**config.mk**
```make
export PLATFORM = sky130hd
export DESIGN_NAME = lkt_cell
export DESIGN_NICKNAME = d
export VERILOG_FILES = /design/src/rtl/lkt_pkg.sv /design/src/rtl/lkt_cell.sv
export SDC_FILE = /design/constraint.sdc
export NUM_CORES = 1
export LEC_CHECK = 0
export BUFFER_PORTS_ARGS = -buffer_cell sky130_fd_sc_hd__buf_2
export CAP_MARGIN = 25
export CORE_ASPECT_RATIO = 1.25
export CORE_MARGIN = 4
export CORE_UTILIZATION = 40
export CTS_CLUSTER_SIZE = 16
export DETAILED_ROUTE_END_ITERATION = 10
export GPL_ROUTABILITY_DRIVEN = 1
export PLACE_DENSITY = 0.79
export SLEW_MARGIN = 10
export SYNTH_ARGS = -nofsm -noshare
export SYNTH_HDL_FRONTEND = slang
export SYNTH_SLANG_ARGS = --single-unit
```
**constraint.sdc**
```tcl
create_clock -name clk -period 1.6 [get_ports clk]
set_input_delay 0.32 -clock clk [delete_from_list [all_inputs] [get_ports clk]]
set_output_delay 0.32 -clock clk [all_outputs]
set_load 0.02 [all_outputs]
```
**src/rtl/lkt_pkg.sv**
```systemverilog
// Shared constants and types for the LRU key tracker.
// No dependencies; used by lkt_cell and lru_key_tracker.
package lkt_pkg;

    localparam int ENTRIES = 64;
    localparam int KEY_W   = 64;
    localparam int CAP_W   = 7;
    localparam int OCC_W   = $clog2(ENTRIES + 1);
    localparam int CMP_W   = (OCC_W > CAP_W) ? OCC_W : CAP_W;
    localparam int PADDR_W = 3;
    localparam int PDATA_W = 32;

    localparam logic [CAP_W-1:0] CAP_RESET = CAP_W'(64);

    // Register indexes, taken from paddr[2].
    localparam logic REG_CAPACITY = 1'b0;

    typedef struct packed {
        logic cmp;
        logic shift;
    } cell_ctrl_t;

endpackage

```
**src/rtl/lkt_cell.sv**
```systemverilog
// One slot of the recency chain: a key, its valid bit and a match flag.
// Depends on lkt_pkg.
module lkt_cell (
    input  logic                      clk,
    input  logic                      rst_n,
    input  lkt_pkg::cell_ctrl_t       ctrl,
    input  logic [lkt_pkg::KEY_W-1:0] cmp_key,
    input  logic [lkt_pkg::KEY_W-1:0] prev_key,
    input  logic                      prev_valid,
    output logic [lkt_pkg::KEY_W-1:0] key_q,
    output logic                      valid_q,
    output logic                      match_q
);
    import lkt_pkg::*;

    logic [KEY_W-1:0] key_reg;
    logic             valid_reg;
    logic             match_reg;

    // Key storage needs no reset: an entry is only looked at while valid.
    always_ff @(posedge clk)
    begin
        if (ctrl.shift)
        begin
            key_reg <= prev_key;
        end
    end

    always_ff @(posedge clk or negedge rst_n)
    begin
        if (!rst_n)
        begin
            valid_reg <= 1'b0;
            match_reg <= 1'b0;
        end
        else
        begin
            if (ctrl.shift)
            begin
                valid_reg <= valid_reg | prev_valid;
            end
            if (ctrl.cmp)
            begin
                match_reg <= valid_reg && (key_reg == cmp_key);
            end
        end
    end

    assign key_q   = key_reg;
    assign valid_q = valid_reg;
    assign match_q = match_reg;

endmodule

```
==> impl_metrics.json, run 1 <==
{
  "status": "completed",
  "hold_path.class": "in -> reg",
  "worstPathArrival_ns": 1.84,
  "setup_viol": 0,
  "postRouteAntennaNets": 0,
  "crit_chain": "nor2b_1, a2111o_1, nor4_1, nand4_1, o22ai_2",
  "finalHoldViolCount": 0,
  "endpoint_kind": "flip-flop",
  "dr_total_vias": 2256,
  "p_seq_share_pct": 49.7,
  "max-vdd-ir-drop_mv": 0.7630,
  "p_leak_uw": 0.001820,
  "route.detailed.drc": 0,
  "ys_ff_latch": 66,
  "avgViaCountPerCell": 4.680,
  "drtPass1Iterations": 4,
  "clk_pin_slew_ns": 0.07,
  "yosysUniqueCellTypes": 22,
  "core_area_mm2": 0.006689,
  "grt_pass1_vias": 2342,
  "overflow": 0,
  "power_density_mw_per_mm2": 1031,
  "hpwl_um": 6251,
  "yosysSeqAreaShare_pct": 70.55,
  "yosysTopAreaCell": "edfxtp_1",
  "insertedDiodeCount": 0,
  "worst_setup_path_start_kind": "flip-flop",
  "synth_commonest_cells": "64 x edfxtp_1, 40 x xnor2_1, 15 x nor2b_1",
  "clock_path_buffers": 2,
  "met3_usage_pct": 5.961,
  "grt_max_degree": 34,
  "finalSetupTns_ns": 0,
  "cts_sinks": 66,
  "max-cap-violations": 0,
  "yosysTopAreaCellShare_pct": 68.76,
  "grt_use_met1_pct": 15.50,
  "syn_inst": 176,
  "internal-power_uw": 3249,
  "fill_cells": 577,
  "power.share.clock_pct": 33.6,
  "grt_pass1_wl_um": 10430,
  "cts_buffers": 9,
  "cp_num_buf_inv": 0,
  "hold_slack_ns": 0.1655,
  "cts-root-buf": "clkbuf_8",
  "synth_area_mm2": 0.002795,
  "start_util_pct": 41.79,
  "syn-num-nets": 309,
  "drive_above_1_share_pct": 55.95,
  "wirelength_um": 7381,
  "instances_no_fill": 482,
  "drt_iter0_drc": 87,
  "track_usage_pct": 17.23,
  "tightest_slew_ns": 0.3657,
  "yosys_warnings": 0,
  "crit_family": "simple AND/OR/NAND/NOR gates",
  "avgSynthCellArea_um2": 15.88,
  "synth_flop_cell": "edfxtp_1",
  "period_needed_ns": 1.597,
  "cp_slowest_cell": "edfxtp_1",
  "rsz0062_at_grt": "true",
  "async_flop_share_pct": 3.030,
  "cp_max_fo": 3,
  "clock_skew_ns": 0.006304,
  "finalWeightedCongestion": 0.7156,
  "wl_per_cell_um": 15.31,
  "grt.busiest_layer": "met2",
  "gr-usage-met2_pct": 33.21,
  "dieHeight_um": 101.5,
  "cts_tree": "done",
  "clock_latency_ns": 0.32,
  "p_sw_uw": 1053,
  "yosysMostFrequentCell": "edfxtp_1",
  "synth_area_leaders": "edfxtp_1 69%, xnor2_1 13%, nor2b_1 3.4%",
  "slew_viol_final": 0,
  "synth_edf_count": 64,
  "die_x_um": 82.77,
  "required_ns": 1.84,
  "post-cts-setup-buffers": 0,
  "critPathMaxStageDelay_ns": 0.40,
  "syn2layout_area_growth_pct": 49.33,
  "p_sw_share_pct": 24.47,
  "p_total_uw": 4302,
  "layout_setup_ws_ns": 0.003283,
  "relSlewSlack_pct": 75.40,
  "combPwrFrac_pct": 16.7,
  "ios": 199,
  "antenna_found_initial": 2,
  "row_count": 33,
  "place_inst": 465,
  "io_buffers": 198,
  "nets": 523,
  "finalCritPeriodShare_pct": 99.79,
  "path_class": "reg -> reg",
  "htreeDepth": 3,
  "dieArea_mm2": 0.008398,
  "dp_worst_setup_slack_ns": -0.1151,
  "max_freq_mhz": 626.3
}
[stage by stage]
step	util [%]	instance area, µm²
finish	62.40	4174
global route	62.40	4174
CTS	62.40	4174
detailed placement	59.05	3950
global placement	59.05	3950
floorplan	-	2795
[worst reg2reg max path: stages, from the launching register on]
cell and delay, ns:
edfxtp_1 0.40, nor2b_1 0.15, a2111o_1 0.38, nor4_1 0.31
nand4_1 0.17, o22ai_2 0.11
[flip-flops by register name (all words and copies together), names as in the netlist]
register / flops
match_q: 1
key_q: 64
valid_q: 1
[layer usage]
metal  vias up  part of all wire (%)
met5         -                  0.31
met4         4                   1.7
met3        16                    11
met2       121                    55
met1      1030                    31
li1       1085                     -
[cell type report]
cell class	instances	area, µm²	area share, %
multi-input cells	100	792.0	18.97
well taps	87	108.9	2.608
clock inverters	7	83.83	2.008
repair buffers	203	1056	25.30
clock buffers	9	123.9	2.968
inverters	10	37.54	0.8993
flip-flops and latches	66	1972	47.24
[logic make-up after synthesis]
logic type / count (synthesis) / synth area share [%]
buf+inv: 10 / 1.343
flops: 66 / 70.55
compound gates: 13 / 4.476
simple gates: 41 / 9.221
xor+xnor: 46 / 14.41
[cell usage in the layout, fill, tap and decap left out, types with 3 or more instances in the layout]
master	n
edfxtp_1	64
nor4_1	3
a2111o_1	5
inv_1	9
buf_2	198
nand2b_1	5
xnor2_1	40
clkinv_2	4
xor2_1	6
nand4_1	11
nor2b_1	15
clkbuf_8	9
[final timing paths]
path	startpoint	endpoint	slack [ns]	depth (start not counted)
setup reg to reg	key_q[36]	match_q	0.003	5
setup / recovery	key_q[36]	match_q	0.003	5
min in group asynchronous	rst_n	valid_q	0.31	2
hold reg to reg	valid_q	valid_q	0.52	1
hold / removal	prev_key[5]	key_q[5]	0.17	1
max in group asynchronous	rst_n	match_q	1.18	2
[power groups by stage]
stage	clock network (µW)	logic [µW]	registers, µW
finish	1450	717	2140
global route	1570	775	2150
CTS	1490	728	2140
detailed placement	0	723	2180
global placement	0	708	2170
floorplan	0	184	2330
[timing repair]
item                       CTS  global route
hold buffers                 1             0
setup endpoints to repair    1             1
gates resized for setup      1             0
hold endpoints to repair     2             0
pin swaps                    0             4
No activity file was read; power rests on OpenSTA's default activity.
==> run 2, diff against run 1 <==
==> constraint.sdc (replaced) <==
create_clock -name clk -period 2 [get_ports clk]
set_input_delay 0.4 -clock clk [delete_from_list [all_inputs] [get_ports clk]]
set_output_delay 0.4 -clock clk [all_outputs]
set_load 0.02 [all_outputs]
==> impl_metrics.json, run 2 (synthesis results as in run 1) <==
{
  "hold_path.class": "in -> reg",
  "p_sw_uw": 835.3,
  "syn2layout_area_growth_pct": 48.03,
  "postRouteAntennaNets": 0,
  "nets": 522,
  "tightest_slew_ns": 0.4295,
  "ff2ff_setup_slack_ns": 0.35,
  "cts_tree": "done",
  "largest_reg_flops": 64,
  "clock_skew_ns": 0.006459,
  "combPwrFrac_pct": 16.4,
  "worstPathArrival_ns": 1.89,
  "hold_depth": 1,
  "core_area_mm2": 0.006689,
  "wirelength_um": 7148,
  "clock_latency_ns": 0.32,
  "dr_total_vias": 2203,
  "track_usage_pct": 16.95,
  "final_cell_mix": "198 x buf_2, 64 x edfxtp_1, 40 x xnor2_1",
  "power_density_mw_per_mm2": 831.8,
  "power.share.clock_pct": 33.9,
  "die_x_um": 82.77,
  "finalHoldViolCount": 0,
  "dieHeight_um": 101.5,
  "dieArea_mm2": 0.008398,
  "ios": 199,
  "critPathMaxStageDelay_ns": 0.44,
  "cts_buffers": 9,
  "required_ns": 2.24,
  "grt_pass1_vias": 2278,
  "worstReg2RegStart": "key_q[60]",
  "setup_viol": 0,
  "start_util_pct": 41.79,
  "drt_iter0_drc": 68,
  "place_inst": 464,
  "max-vdd-ir-drop_mv": 0.5196,
  "worst_hold_startpoint": "prev_key[48]",
  "cts-root-buf": "clkbuf_8",
  "io_buffers": 198,
  "p_seq_share_pct": 49.7,
  "antenna_found_initial": 2,
  "cp_max_fo": 2,
  "p_leak_uw": 0.001803,
  "clock_path_buffers": 2,
  "avgViaCountPerCell": 4.580,
  "r2r-end": "match_q",
  "crit_family": "simple AND/OR/NAND/NOR gates",
  "period_needed_ns": 1.649,
  "hold-path-endpoint": "key_q[48]",
  "instances_no_fill": 481,
  "status": "completed",
  "p_sw_share_pct": 24.27,
  "crit_chain": "xnor2_1, nand4_1, nor4_1, buf_4, nand4_1, o22ai_2",
  "clk_pin_slew_ns": 0.07,
  "max-cap-violations": 0,
  "reg2reg_depth": 6,
  "row_count": 33,
  "cts_resized": 0,
  "endpoint_kind": "flip-flop",
  "finalSetupTns_ns": 0,
  "slew_viol_final": 0,
  "finalWeightedCongestion": 0.7288,
  "grt_max_degree": 35,
  "hpwl_um": 6119,
  "wl_per_cell_um": 14.86,
  "drive_above_1_share_pct": 55.33,
  "overflow": 0,
  "worst_setup_path_start_kind": "flip-flop",
  "insertedDiodeCount": 0,
  "cpMostUsedCell": "nand4_1",
  "relSlewSlack_pct": 71.10,
  "internal-power_uw": 2606,
  "final_common_cell": "buf_2",
  "post-cts-setup-buffers": 0,
  "drtPass1Iterations": 4,
  "path_class": "reg -> reg",
  "rsz0062_at_grt": "false",
  "max_freq_mhz": 606.5,
  "htreeDepth": 3,
  "finalCritPeriodShare_pct": 82.44,
  "grt_pass1_wl_um": 10290,
  "route.detailed.drc": 0,
  "cp_num_buf_inv": 1,
  "cts_sinks": 66,
  "cp_slowest_cell": "nor4_1"
}
-- run 2: through the flow --
stage          hold WS (ns)  worst slack, ns  utilization, %  total power [µW]  area [µm²]
2_1_floorplan        0.1044           0.4147               -              2014        2795
3_3_place_gp         0.2055           0.2050           58.57              2296        3918
3_5_place_dp         0.2001           0.1949           58.57              2312        3918
4_1_cts              0.2310           0.2623           61.86              3488        4138
5_1_grt              0.2143           0.1735           61.86              3608        4138
6_report             0.2491           0.3512           61.86              3442        4138
-- run 2: area by class of cell --
class                      instances  area, µm²
clock inverter                     5      78.83
inverter                          10      37.54
clock buffer                      11      131.4
multi-input combinational        100      785.8
fill                             594       2551
sequential                        66       1972
timing repair buffer             202       1023
tap                               87      108.9
-- run 2: timing repair --
item,CTS,global route
hold buffers,1,0
hold endpoints to repair,2,0
endpoints found under the setup margin,0,0
-- run 2: power groups by stage --
stage                     logic (µW)  registers (µW)  clock network (µW)
after detailed placement         571            1740                   0
after global placement           560            1740                   0
after floorplan                  147            1870                   0
after CTS                        573            1710                1200
final                            564            1710                1170
after global routing             614            1720                1270
-- run 2: worst max-delay path by stage --
stage / start / to / slack (ns) / cells past startpoint
6_report: key_q[60] / match_q / 0.35 / 6
4_1_cts: key_q[60] / match_q / 0.26 / 6
3_3_place_gp: cmp_key[61] / match_q / 0.20 / 7
5_1_grt: key_q[60] / match_q / 0.17 / 6
3_5_place_dp: cmp_key[25] / match_q / 0.19 / 7
2_1_floorplan: key_q[36] / match_q / 0.41 / 5
-- run 2: layer usage --
metal / GRT usage [%] / vias to the layer above / wire, µm
met1: 15.66 / 998 / 2271
met2: 32.35 / 112 / 3976
met3: 6.584 / 6 / 842
met5: 0 / - / 21
li1: - / 1083 / -
met4: 6.415 / 4 / 36
==> run 3, diff against run 2 <==
==> constraint.sdc (replaced) <==
create_clock -name clk -period 1.52 [get_ports clk]
set_input_delay 0.304 -clock clk [delete_from_list [all_inputs] [get_ports clk]]
set_output_delay 0.304 -clock clk [all_outputs]
set_load 0.02 [all_outputs]
==> impl_metrics.json, run 3 (synthesis results as in run 1) <==
{
  "path_class": "reg -> reg",
  "final_common_cell": "buf_2",
  "postRouteAntennaNets": 0,
  "final_cell_mix": "198 x buf_2, 64 x edfxtp_1, 40 x xnor2_1",
  "relSlewSlack_pct": 75.26,
  "place_inst": 467,
  "finalWeightedCongestion": 0.7497,
  "clock_latency_ns": 0.33,
  "slew_viol_final": 0,
  "route.detailed.drc": 0,
  "hold_path.class": "in -> reg",
  "overflow": 0,
  "grt_pass1_vias": 2436,
  "tightest_slew_ns": 0.3711,
  "drt_iter0_drc": 64,
  "endpoint_kind": "flip-flop",
  "die_x_um": 82.77,
  "dieHeight_um": 101.5,
  "drive_above_1_share_pct": 56.31,
  "max-cap-violations": 0,
  "status": "finished with violations",
  "drtPass1Iterations": 4,
  "syn2layout_area_growth_pct": 48.88,
  "post-cts-setup-buffers": 0,
  "max-vdd-ir-drop_mv": 0.6271,
  "track_usage_pct": 18.62,
  "clock_skew_ns": 0.006562,
  "required_ns": 1.78,
  "cts_tree": "done",
  "clock_path_buffers": 2,
  "finalCritPeriodShare_pct": 100.5,
  "dieArea_mm2": 0.008398,
  "wl_per_cell_um": 15.96,
  "grt_max_degree": 38,
  "worstPathArrival_ns": 1.78,
  "cp_max_fo": 3,
  "insertedDiodeCount": 0,
  "io_buffers": 198,
  "dr_total_vias": 2271,
  "setup_viol": 1,
  "row_count": 33,
  "period_needed_ns": 1.528,
  "fin_util_pct": 62.21,
  "worst_setup_path_start_kind": "flip-flop",
  "largest_reg_flops": 64,
  "ios": 199,
  "cp_num_buf_inv": 0,
  "crit_family": "simple AND/OR/NAND/NOR gates",
  "core_area_mm2": 0.006689,
  "critPathMaxStageDelay_ns": 0.39,
  "p_leak_uw": 0.001807,
  "power_density_mw_per_mm2": 1051,
  "max_freq_mhz": 654.6,
  "clk_pin_slew_ns": 0.07,
  "wirelength_um": 7707,
  "fill_cells": 575,
  "avgViaCountPerCell": 4.702,
  "start_util_pct": 41.79,
  "layout_setup_ws_ns": -0.007659,
  "crit_chain": "nor2b_1, a2111o_1, nor4_2, nand4_1, o22ai_2",
  "cts-root-buf": "clkbuf_8",
  "rsz0062_at_grt": "true",
  "dp_worst_setup_slack_ns": -0.2010,
  "cts_buffers": 9,
  "hold_slack_ns": 0.1390,
  "htreeDepth": 3,
  "antenna_found_initial": 1,
  "hpwl_um": 6482,
  "p_total_uw": 4374,
  "nets": 525,
  "instances_no_fill": 483,
  "violations": "setup timing",
  "finalHoldViolCount": 0,
  "grt_pass1_wl_um": 11180,
  "cts_sinks": 66,
  "cp_slowest_cell": "edfxtp_1"
}
[run 3: final timing paths]
path	start	cells after the start	end	slack [ns]
setup / recovery	key_q[41]	5	match_q	-0.008
hold / removal	prev_key[58]	1	key_q[58]	0.14
setup reg to reg	key_q[41]	5	match_q	-0.008
hold reg to reg	valid_q	1	valid_q	0.50
max in group asynchronous	rst_n	2	match_q	1.13
min in group asynchronous	rst_n	2	valid_q	0.29
[run 3: metrics by stage]
stage          area (µm²)   TNS (ns)
4_1_cts              4161   -0.03260
3_5_place_dp         3958    -0.2010
5_1_grt              4161    -0.1371
3_3_place_gp         3958    -0.1558
6_report             4161  -0.007659
2_1_floorplan        2800   -0.03132
[run 3: metal layers]
metal | global-route usage [%] | vias up | part of all wire [%]
met2 | 33.70 | 125 | 55
met3 | 7.295 | 18 | 12
met1 | 17.73 | 1037 | 31
met4 | 9.560 | 2 | 2.5
li1 | - | 1089 | -
met5 | 0 | - | 0.16
[run 3: area by class of cell]
cell class                 count  area (µm²)  share of cell area [%]
tap                           87       108.9                   2.616
timing repair buffer         205        1059                   25.44
sequential                    66        1972                   47.38
multi-input combinational    100       809.5                   19.45
clock buffer                  11       131.4                   3.157
clock inverter                 4       43.79                   1.052
inverter                      10       37.54                  0.9020
[run 3: timing repair]
item,CTS,global route
setup endpoints to repair,1,1
pin swaps,3,1
hold buffers,1,0
hold endpoints to repair,2,0
resized for setup,3,0
[run 3: report_power, final]
| part | switching, µW | internal [µW] |
|---|---|---|
| Combinational | 412 | 359 |
| Sequential | 90.4 | 2160 |
| Clock | 616 | 739 |
| Total | 1120 | 3260 |
